### config.mk
export PLATFORM = sky130hd
export DESIGN_NAME = partition_fit_allocator
export DESIGN_NICKNAME = d
export VERILOG_FILES = /design/src/hw/rtl/pfa_pkg.sv /design/src/hw/rtl/pfa_ram.sv /design/src/hw/rtl/partition_fit_allocator.sv
export SDC_FILE = /design/constraint.sdc
export NUM_CORES = 1
export LEC_CHECK = 0
export BUFFER_PORTS_ARGS = -buffer_cell sky130_fd_sc_hd__buf_2
export CAP_MARGIN = 20
export CORE_MARGIN = 2
export CORE_UTILIZATION = 40
export DETAILED_ROUTE_END_ITERATION = 10
export GPL_TIMING_DRIVEN = 0
export HOLD_SLACK_MARGIN = 0.02
export PLACE_DENSITY = 0.62
export REMOVE_ABC_BUFFERS = 1
export SETUP_SLACK_MARGIN = 0.02
export SLEW_MARGIN = 25
export SYNTH_ARGS = -nofsm -noshare
export SYNTH_HDL_FRONTEND = slang
export SYNTH_SLANG_ARGS = --single-unit
### constraint.sdc
create_clock -name clk -period 7.1 [get_ports clk]
set_clock_uncertainty 0.05 [all_clocks]
set_input_delay 1.065 -clock clk [delete_from_list [all_inputs] [get_ports clk]]
set_output_delay 1.065 -clock clk [all_outputs]
set_load 0.05 [all_outputs]
### src/hw/rtl/pfa_pkg.sv
package pfa_pkg;

  // command codes
  localparam logic CMD_LOAD     = 1'b0;
  localparam logic CMD_ALLOCATE = 1'b1;

  // result status codes
  localparam logic [1:0] STATUS_LOADED    = 2'd0;
  localparam logic [1:0] STATUS_ALLOCATED = 2'd1;
  localparam logic [1:0] STATUS_WAIT      = 2'd2;

  // fit policies (code 3 behaves as first fit)
  localparam logic [1:0] MODE_FIRST = 2'd0;
  localparam logic [1:0] MODE_BEST  = 2'd1;
  localparam logic [1:0] MODE_WORST = 2'd2;

  // configuration register indexes
  localparam logic REG_FIT_MODE          = 1'b0;
  localparam logic REG_PARTITIONS_IN_USE = 1'b1;

  // port widths fixed by the interface
  localparam int SLOT_W = 4;
  localparam int SIZE_W = 16;
  localparam int MODE_W = 2;
  localparam int PIU_W  = 5;
  localparam int CFG_W  = 5;

endpackage

### src/hw/rtl/pfa_ram.sv
module pfa_ram #(
  parameter int WIDTH = 16,
  parameter int DEPTH = 16
) (
  input  logic                     clk,
  input  logic                     we,
  input  logic [$clog2(DEPTH)-1:0] waddr,
  input  logic [WIDTH-1:0]         wdata,
  input  logic [$clog2(DEPTH)-1:0] raddr,
  output logic [WIDTH-1:0]         rdata
);

  logic [WIDTH-1:0] mem [DEPTH];

  // one write port, one registered read port
  always_ff @(posedge clk) begin
    if (we) begin
      mem[waddr] <= wdata;
    end
    rdata <= mem[raddr];
  end

endmodule

### src/hw/rtl/partition_fit_allocator.sv
// Partition fit allocator.
// Input channel (in_valid / in_stall) carries one word: command, partition_slot,
// size_value. A load writes the free size of one partition; an allocate searches
// the first partitions_in_use entries of the free-size table by the policy in
// fit_mode (first, best or worst fit, ties to the lowest index) and shrinks the
// chosen entry by the request.
// Output channel (out_valid / out_stall) returns one word per input word:
// status, chosen_slot, free_left.
// Configuration: cfg_write with cfg_index and cfg_data; the user must write them
// only while idle, the block does not enforce this. Sequence: one word at a time.
// A load passes through the LOAD and REPLY states; an allocate through SCAN,
// UPDATE and REPLY, the scan reading at most min(partitions_in_use, PARTITIONS)
// entries from the table memory, one read per cycle with one compare unit. A new
// word is taken the cycle after the result moves into the output register.
// in_stall is high from the accept until the result moves into the output register.
// When the receiver stalls, the result waits in the output register; one more
// word may be accepted and processed, then the block holds it until the output
// register frees up.
// Reset: table reads as all zero (per-entry valid bits cleared), both config
// registers zero, no result pending. No clearing pass is needed.
module partition_fit_allocator #(
  parameter int PARTITIONS = 16,
  parameter int SIZE_BITS  = 16
) (
  input  logic                        clk,
  input  logic                        rst,
  input  logic                        cfg_write,
  input  logic                        cfg_index,
  input  logic [pfa_pkg::CFG_W-1:0]   cfg_data,
  input  logic                        in_valid,
  output logic                        in_stall,
  input  logic                        command,
  input  logic [pfa_pkg::SLOT_W-1:0]  partition_slot,
  input  logic [pfa_pkg::SIZE_W-1:0]  size_value,
  output logic                        out_valid,
  input  logic                        out_stall,
  output logic [1:0]                  status,
  output logic [pfa_pkg::SLOT_W-1:0]  chosen_slot,
  output logic [pfa_pkg::SIZE_W-1:0]  free_left
);
  import pfa_pkg::*;

  localparam int IW = $clog2(PARTITIONS);
  localparam int CW = $clog2(PARTITIONS + 1);

  typedef enum logic [2:0] {
    IDLE,
    LOAD,
    SCAN,
    UPDATE,
    REPLY
  } state_t;

  state_t state;

  // configuration registers
  logic [MODE_W-1:0] fit_mode;
  logic [PIU_W-1:0]  partitions_in_use;

  // latched word
  logic [SLOT_W-1:0]    slot;
  logic [SIZE_BITS-1:0] req;
  logic [CW-1:0]        count;

  // scan state
  logic [CW-1:0]        issue_idx;
  logic                 pend;
  logic [IW-1:0]        pidx;
  logic                 rd_valid;
  logic                 found;
  logic                 stop;
  logic [SIZE_BITS-1:0] best;
  logic [IW-1:0]        best_idx;

  // pending result
  logic [1:0]           res_status;
  logic [SLOT_W-1:0]    res_slot;
  logic [SIZE_BITS-1:0] res_left;

  // valid bits: an entry never written reads as zero
  logic [PARTITIONS-1:0] entry_valid;

  // memory ports
  logic                 ram_we;
  logic [IW-1:0]        ram_waddr;
  logic [SIZE_BITS-1:0] ram_wdata;
  logic [SIZE_BITS-1:0] ram_rdata;

  // derived values
  logic [31:0]          size_ext;
  logic [SIZE_BITS-1:0] size_in;
  logic [CW-1:0]        count_in;
  logic [31:0]          slot_ext;
  logic                 slot_ok;
  logic [31:0]          best_idx_ext;
  logic [31:0]          res_left_ext;
  logic                 in_accept;
  logic                 mode_best;
  logic                 mode_worst;
  logic                 mode_first;
  logic [SIZE_BITS-1:0] entry;
  logic                 ge_req;
  logic                 lt_best;
  logic                 gt_best;
  logic                 take;
  logic                 issue;
  logic                 fits;
  logic [SIZE_BITS-1:0] remain;

  assign in_accept = in_valid && !in_stall;
  assign in_stall  = (state != IDLE);

  // request size kept to SIZE_BITS, entry count capped at PARTITIONS
  assign size_ext = 32'(size_value);
  assign size_in  = size_ext[SIZE_BITS-1:0];
  assign count_in = (32'(partitions_in_use) > PARTITIONS) ? CW'(PARTITIONS)
                                                          : CW'(partitions_in_use);

  assign slot_ext     = 32'(slot);
  assign slot_ok      = slot_ext < PARTITIONS;
  assign best_idx_ext = 32'(best_idx);
  assign res_left_ext = 32'(res_left);

  // policy decode
  assign mode_best  = (fit_mode == MODE_BEST);
  assign mode_worst = (fit_mode == MODE_WORST);
  assign mode_first = !mode_best && !mode_worst;

  // compare unit on the entry coming out of the memory
  assign entry   = rd_valid ? ram_rdata : '0;
  assign ge_req  = entry >= req;
  assign lt_best = entry < best;
  assign gt_best = entry > best;

  always_comb begin
    take = 1'b0;
    if (pend) begin
      priority if (mode_best) begin
        take = ge_req && (!found || lt_best);
      end else if (mode_worst) begin
        take = !found || gt_best;
      end else begin
        take = ge_req && !found;
      end
    end
  end

  // next read issued while entries remain and first fit has not hit
  assign issue = (state == SCAN) && (issue_idx < count) && !stop &&
                 !(mode_first && take);

  assign fits   = found && (best >= req);
  assign remain = best - req;

  // memory write port: load or allocation write-back
  always_comb begin
    ram_we    = 1'b0;
    ram_waddr = best_idx;
    ram_wdata = remain;
    if (state == LOAD) begin
      ram_we    = slot_ok;
      ram_waddr = slot_ext[IW-1:0];
      ram_wdata = req;
    end else if (state == UPDATE) begin
      ram_we = fits;
    end
  end

  pfa_ram #(
    .WIDTH(SIZE_BITS),
    .DEPTH(PARTITIONS)
  ) u_table (
    .clk  (clk),
    .we   (ram_we),
    .waddr(ram_waddr),
    .wdata(ram_wdata),
    .raddr(issue_idx[IW-1:0]),
    .rdata(ram_rdata)
  );

  // sequencer, config registers and output register
  always_ff @(posedge clk) begin
    if (rst) begin
      state             <= IDLE;
      fit_mode          <= '0;
      partitions_in_use <= '0;
      entry_valid       <= '0;
      out_valid         <= 1'b0;
      pend              <= 1'b0;
      found             <= 1'b0;
      stop              <= 1'b0;
    end else begin
      // config writes
      if (cfg_write) begin
        unique case (cfg_index)
          REG_FIT_MODE:          fit_mode          <= cfg_data[MODE_W-1:0];
          REG_PARTITIONS_IN_USE: partitions_in_use <= cfg_data[PIU_W-1:0];
          default: ;
        endcase
      end

      if (ram_we) begin
        entry_valid[ram_waddr] <= 1'b1;
      end

      // output register drains on accept unless a new result replaces it
      if (out_valid && !out_stall && state != REPLY) begin
        out_valid <= 1'b0;
      end

      unique case (state)
        IDLE: begin
          if (in_accept) begin
            slot      <= partition_slot;
            req       <= size_in;
            count     <= count_in;
            issue_idx <= '0;
            pend      <= 1'b0;
            found     <= 1'b0;
            stop      <= 1'b0;
            state     <= (command == CMD_LOAD) ? LOAD : SCAN;
          end
        end
        LOAD: begin
          res_status <= STATUS_LOADED;
          res_slot   <= slot;
          res_left   <= slot_ok ? req : '0;
          state      <= REPLY;
        end
        SCAN: begin
          // compare stage on last cycle's read
          if (take) begin
            found    <= 1'b1;
            best     <= entry;
            best_idx <= pidx;
            if (mode_first) begin
              stop <= 1'b1;
            end
          end
          // read stage
          if (issue) begin
            pend      <= 1'b1;
            pidx      <= issue_idx[IW-1:0];
            rd_valid  <= entry_valid[issue_idx[IW-1:0]];
            issue_idx <= issue_idx + 1'b1;
          end else begin
            pend  <= 1'b0;
            state <= UPDATE;
          end
        end
        UPDATE: begin
          if (fits) begin
            res_status <= STATUS_ALLOCATED;
            res_slot   <= best_idx_ext[SLOT_W-1:0];
            res_left   <= remain;
          end else begin
            res_status <= STATUS_WAIT;
            res_slot   <= '0;
            res_left   <= '0;
          end
          state <= REPLY;
        end
        REPLY: begin
          if (!out_valid || !out_stall) begin
            out_valid   <= 1'b1;
            status      <= res_status;
            chosen_slot <= res_slot;
            free_left   <= res_left_ext[SIZE_W-1:0];
            state       <= IDLE;
          end
        end
        default: state <= IDLE;
      endcase
    end
  end

endmodule

Word level (Yosys, flattened, before mapping)
Memory sizes are Yosys's and may differ from the RTL's. A register that Yosys moved wholly into a read port is not among the register bits.
Index checks and enable logic that the tools add are counted.

storage, ports and cells
  register bits = 129
  memories = 1
  memory bits (read-only) = 0
  bits in latches = 0
  RAM bits = 256

cells by class
  div/mod/pow operators = 0
  $add $sub $neg = 2
  bitwise gates (word level) = 3
  shift-type cells = 0
  reductions and logical operators = 40
  $mul = 0
  muxes and demuxes = 40
  magnitude comparators = 10
  eq/ne operators = 13

memories
  memory       depth  width  rd ports  clocked after Yosys merged registers in  wr ports  RTL line       text
  u_table.mem  16     16     1         1                                        1         pfa_ram.sv:13  logic [WIDTH-1:0] mem [DEPTH];

operator list
  cell                                                        number
  2-to-1 mux 16 bit                                           4
  >= comparator 16 bit                                        2
  one-hot mux 16 bit (2 select lines)                         1
  AND reduction 3 bit                                         6
  2-to-1 mux 1 bit                                            17
  > comparator 16 bit                                         1
  less-than comparator 16 bit                                 1
  bitwise OR 16 bit                                           1
  subtractor 16 bit                                           1
  less-than comparator 4 x 5 -> 1 bit, second input constant  3
  logical AND 1 bit                                           12
  != test 2 bit, second input constant                        6
  one-hot mux 3 bit (4 select lines)                          1
  2-to-1 mux 5 bit                                            2
  one-hot mux 5 bit (2 select lines)                          1
  2-to-1 mux 3 bit                                            3
  logical NOT 1 bit                                           8
  2-to-1 mux 4 bit                                            2
  one-hot mux 4 bit (2 select lines)                          1
  AND reduction 2 bit                                         4
  AND reduction 4 bit                                         2
  == test 3 x 2 -> 1 bit, second input constant               2
  one-hot mux 1 bit (2 select lines)                          3
  adder 5 x 1 -> 5 bit, second input constant                 1
  18 further kinds                                            23

Logic depth before layout (Yosys ltp)
  depth after elaboration = 11
  depth in mapped cells = 11
  depth with buffers taken out = 11

Modules after synthesis
From an unflattened synthesis, not the netlist that was laid out.

second synthesis, totals
  cells, all modules = 1060
  area, all modules = 16888.7 um^2

modules (own cells, without submodules)
  module                   area each (um^2)  seq. area each (um^2)  cells each  instances
  pfa_ram                  10042.1           8007.7                 432         1
  partition_fit_allocator  6846.6            3573.4                 628         1

Worst setup path before layout
Ideal clock, no wire load.

  kind = in2reg
  start = in rst
  end = reg chosen_slot[0] (netlist bit), enable pin
  cell stages on the path = 3
  path buffers = 2
  slack = 3.441 ns
  data arrival time = 3.176 ns
  cells stage by stage = clkbuf_1 > buf_1 > nor3b_1

between the ends
  cells in the longest elaborated chain, start to end = 2

ends and longest elaborated chain
  element                               RTL line                        text
  from (decl)                           partition_fit_allocator.sv:26   input logic rst,
  inverter 1 bit (no source line)       -
  AND reduction 3 bit (no source line)  -
  to (signal assigned)                  partition_fit_allocator.sv:267  chosen_slot <= res_slot;
  to (decl)                             partition_fit_allocator.sv:38   output logic [pfa_pkg::SLOT_W-1:0] chosen_slot,

No other way between the ends.
A chain may end at the register's enable or synchronous reset.

Worst setup path after layout
  start = reg rd_valid
  end = reg rd_valid, enable pin

between the ends
  cells in the longest elaborated chain, start to end = 10
  elaborated cells on any way between the ends = 15

ends and longest elaborated chain
  element                                                RTL line                                                        text
  from (decl)                                            partition_fit_allocator.sv:69                                   logic rd_valid;
  from (signal assigned)                                 partition_fit_allocator.sv:244                                  rd_valid <= entry_valid[issue_idx[IW-1:0]];
  2-to-1 mux 16 bit (*)                                  partition_fit_allocator.sv:130                                  assign entry = rd_valid ? ram_rdata : '0;
  >= comparator 16 bit (tied with other cells)           partition_fit_allocator.sv:131                                  assign ge_req = entry >= req;
  logical AND 1 bit (tied with other cells)              partition_fit_allocator.sv:143                                  take = ge_req && !found;
  2-to-1 mux 1 bit or logical AND 1 bit (tied branches)  partition_fit_allocator.sv:140, partition_fit_allocator.sv:139
  2-to-1 mux 1 bit (*)                                   partition_fit_allocator.sv:138                                  priority if (mode_best) begin
  2-to-1 mux 1 bit (*)                                   partition_fit_allocator.sv:137                                  if (pend) begin
  logical AND 1 bit (*)                                  partition_fit_allocator.sv:150                                  !(mode_first && take);
  logical NOT 1 bit (*)                                  partition_fit_allocator.sv:150
  logical AND 1 bit (*)                                  partition_fit_allocator.sv:149                                  assign issue = (state == SCAN) && (issue_idx < count) && !stop &&
  AND reduction 3 bit (no source line) (*)               -

Mark *: on every way between the ends. The rest lies on a longest branch, timed or not.

==> results.md <==
| Step | Result | Reported |
| --- | --- | --- |
| layout | Share of final-layout standard cells stronger than drive strength 1 | 25.51% |
| timing | TNS Setup | 0 ns |
| cts | Setup Buffers After CTS | 0 |
| grt | First-pass GRT wire length | 55.95 mm |
| floorplanning | Y dimension of the die | 209.6 um |
| route | Antenna Nets Post-Route | 0 |
| min path | Class of the tightest hold or removal check | flip-flop to flip-flop |
| worst setup path | CP dominant cell by count | sky130_fd_sc_hd__a211oi_1 |
| worst setup path | Crit path arrival time | 4.12 ns |
| floorplanning | Initial Utilization | 40.40% |
| cts | Buffers from clock root to sink, at most | 3 |
| cts | Clock Pin Slew Worst Setup and Hold Paths | 0.06 ns |
| synthesis | Cell count after synthesis | 1031 |
| layout | Inserted Diodes | 0 |
| timing | Period utilization | 56.05% |
| worst setup path | Sort of element at the start of the critical path | flip-flop |
| grt | Met1 capacity usage during global routing | 21.54% |
| worst setup path | Class of the most critical setup path | flip-flop to flip-flop |
| synthesis | Post-Synthesis Mean Instance Area | 16.40 sq um |
| route | Initial drt markers | 641 |
| worst setup path | Worst-path cell with the longest stage delay | sky130_fd_sc_hd__edfxtp_1 |
| synthesis | Most instantiated flip-flop cell in the synthesis netlist | sky130_fd_sc_hd__edfxtp_1 |
| worst setup path | Cell chain of the critical path | nand2_1 -> ha_1 -> nand2b_1 -> a211oi_1 -> a2111oi_0 -> a211oi_1 -> o22a_2 -> a31oi_1 -> nor3_1 |
| grt | Largest net degree at the start of global routing | 37 |
| layout | Layout net count | 1217 |
| placed design | HPWL Detailed | 25.40 mm |
| timing | Worst slew slack as a fraction of its limit | 36.22% |
| cts | Hold Buf Count CTS | 0 |
| synthesis | Async S/R FF share, synth | 0% |
| synthesis | Mapped Area | 16910 sq um |
| timing | Pin slew with the least headroom to its limit | 0.9544 ns |
| cts | Post-cts gate resize count | 0 |
| synthesis | Sequential area share after synthesis | 68.49% |
| route | Number of vias per cell after detailed routing | 5.448 |
| synthesis | Count of yosys warnings during synthesis | 0 |
| placed design | Total instance count after detailed placement | 1629 |
| status | Outcome | finished clean |
| floorplanning | Area of the core region | 41850 sq um |
| placed design | Buffers on Ports | 55 |
| synthesis | Number of different library cells in the post-synthesis netlist | 68 |
| timing | Number of hold violations in the final report | 0 |
| grt | GRT busiest layer | met2 |
| layout | Fill count | 3488 |
| timing | Shortest clock period the worst path allows after layout | 3.980 ns |
| cts | # clock sinks | 401 |
| timing | Final-report max-slew violation count | 0 |
| layout | Most frequent cells in the layout | 355 x sky130_fd_sc_hd__edfxtp_1, 85 x sky130_fd_sc_hd__mux4_2, 57 x sky130_fd_sc_hd__nand2_1, 55 x sky130_fd_sc_hd__buf_2, 50 x sky130_fd_sc_hd__ha_1 |
| cts | Clock root buffer | sky130_fd_sc_hd__clkbuf_16 |
| synthesis | Count of flip-flops with a built-in enable after synthesis | 355 |
| floorplanning | FP Rows | 75 |
| grt | Global Route met3 Usage | 3.053% |
| worst setup path | Critical Path Max Stage Delay | 0.82 ns |
| run | Max-cap viol count | 0 |
| cts | H-tree levels | 2 |
| route | First-pass iteration count of the detailed router | 5 |
| floorplanning | I/O pin total | 56 |
| route | WL/cell | 21.63 um |
| layout | Syn-to-layout area delta | 18.91% |
| layout | Most common library cell in the layout ignoring fill and taps | sky130_fd_sc_hd__edfxtp_1 |
| power | Worst ir drop on vdd | 154.3 uV |
| route | Vias post-DR | 9300 |
| grt | Met2 track utilization from global routing | 29.73% |
| power | Total leakage power | 6.843 nW |
| worst setup path | CP required | 7.24 ns |
| grt | Via count of the first global-routing pass | 9372 |
| synthesis | Synth Register Bits | 401 |
| timing | Number of failing setup endpoints in the final timing report | 0 |
| floorplanning | Die outline width | 209.6 um |
| worst setup path | CP Capture Type | flip-flop |
| cts | Clock buffer count from CTS | 42 |
| grt | Global-route usage over all layers | 17.04% |
| power | Power density relative to cell area | 268.7 nW/um^2 |
| floorplanning | Die Outline Area | 43930 sq um |
| timing | Maximum operating frequency | 251.3 MHz |
| grt | GRT overflow | 0 |
| route | Final WL | 36.92 mm |
| cts | Clock tree from TritonCTS | built |
| grt | Antenna violations before repair | 0 |
| worst setup path | Largest fanout of any net on the critical path | 27 |
| timing | Setup repair after global routing missed its margin | no |
| layout | Post-route non-filler standard cell count | 1707 |
| placed design | Final estimated routing congestion in global placement | 0.9035 |
| route | DRC violations left | 0 |
| timing | Smallest hold slack | 0.3665 ns |
| cts | Clock latency on the worst-skew pair | 0.56 ns |
==> Yosys cell counts, types with 8 or more instances <==
library cell,n,area (sq um)
sky130_fd_sc_hd__inv_1,49,183.9
sky130_fd_sc_hd__o31ai_1,16,120.1
sky130_fd_sc_hd__nand2b_1,11,68.82
sky130_fd_sc_hd__o21ai_0,28,140.1
sky130_fd_sc_hd__xor2_1,8,70.07
sky130_fd_sc_hd__nor3_1,16,80.08
sky130_fd_sc_hd__nand3_1,17,85.08
sky130_fd_sc_hd__nor2_1,64,240.2
sky130_fd_sc_hd__and2_1,20,125.1
sky130_fd_sc_hd__ha_1,50,625.6
sky130_fd_sc_hd__edfxtp_1,355,10660
sky130_fd_sc_hd__mux4_2,85,1914
sky130_fd_sc_hd__nand2_1,57,214.0
sky130_fd_sc_hd__dfxtp_1,46,920.9
sky130_fd_sc_hd__buf_2,9,45.04
sky130_fd_sc_hd__a21oi_1,37,185.2
sky130_fd_sc_hd__a21o_1,8,60.06
sky130_fd_sc_hd__a211oi_1,16,120.1
sky130_fd_sc_hd__nor2b_1,8,50.05
sky130_fd_sc_hd__clkbuf_1,23,86.33
==> sequential cells by signal, summed over array words and instances (netlist names), 3 cells and up <==
register	count
pidx	4
chosen_slot	4
u_table.mem	256
free_left	16
u_table.rdata	16
req	16
issue_idx	5
count	5
slot	4
partitions_in_use	5
entry_valid	16
best	16
best_idx	4
res_left	16
res_slot	4
state	3
==> logic make-up after synthesis <==
group | count (synthesis) | synth area share (%)
flops | 401 | 68.49
simple gates | 225 | 6.512
compound gates | 161 | 6.786
buf+inv | 89 | 2.042
mux | 88 | 11.51
fa+ha+maj | 52 | 3.885
xor+xnor | 15 | 0.7770
==> stage by stage <==
| stage | setup WS, ns | instance area, sq um | util [%] | total power, mW |
|---|---|---|---|---|
| 5_1_grt | 2.847 | 20110 | 48.04 | 5.580 |
| 2_1_floorplan | 2.846 | 16750 | - | 2.969 |
| 3_3_place_gp | 1.387 | 17700 | 42.29 | 3.091 |
| 4_1_cts | 2.749 | 20090 | 48.00 | 5.450 |
| 3_5_place_dp | 2.784 | 18620 | 44.50 | 3.132 |
| 6_report | 3.120 | 20110 | 48.04 | 5.403 |
==> final cells by class <==
type | count | area, sq um | share of cell area (%)
clock buffers | 55 | 1120 | 5.570
clock inverters | 23 | 346.6 | 1.724
inverters | 50 | 187.7 | 0.9335
multi-input cells | 541 | 5186 | 25.80
flip-flops and latches | 401 | 11580 | 57.60
well taps | 539 | 674.4 | 3.354
repair buffers | 98 | 1010 | 5.022
==> worst paths after layout <==
kind,start,end,slack [ns],cells past startpoint
hold / removal,res_left[1],free_left[1],0.37,0
setup / recovery,rd_valid,rd_valid,3.12,9
setup reg to reg,rd_valid,rd_valid,3.12,9
hold reg to reg,res_left[1],free_left[1],0.37,0
==> metal layers <==
layer / share of wire (%) / wire, um / vias to the layer above
met5: 0 / 0 / -
li1: - / - / 4290
met2: 50 / 18620 / 263
met4: 3.0 / 1102 / 0
met1: 41 / 15310 / 4677
met3: 5.1 / 1880 / 70
==> power breakdown <==
group	total [mW]	leakage (nW)	internal (mW)	switching (mW)
Sequential	2.68	3.59	2.65	0.0274
Combinational	0.404	2.55	0.162	0.242
Clock	2.32	0.710	1.39	0.931
==> critical path, delay by kind of cell, from the launching register on <==
kind | cells | cell delay [ns]
compound gates | 5 | 1.43
fa+ha+maj | 1 | 0.34
flops | 1 | 0.82
simple gates | 3 | 0.96
Power figures use the tool's default switching activity.
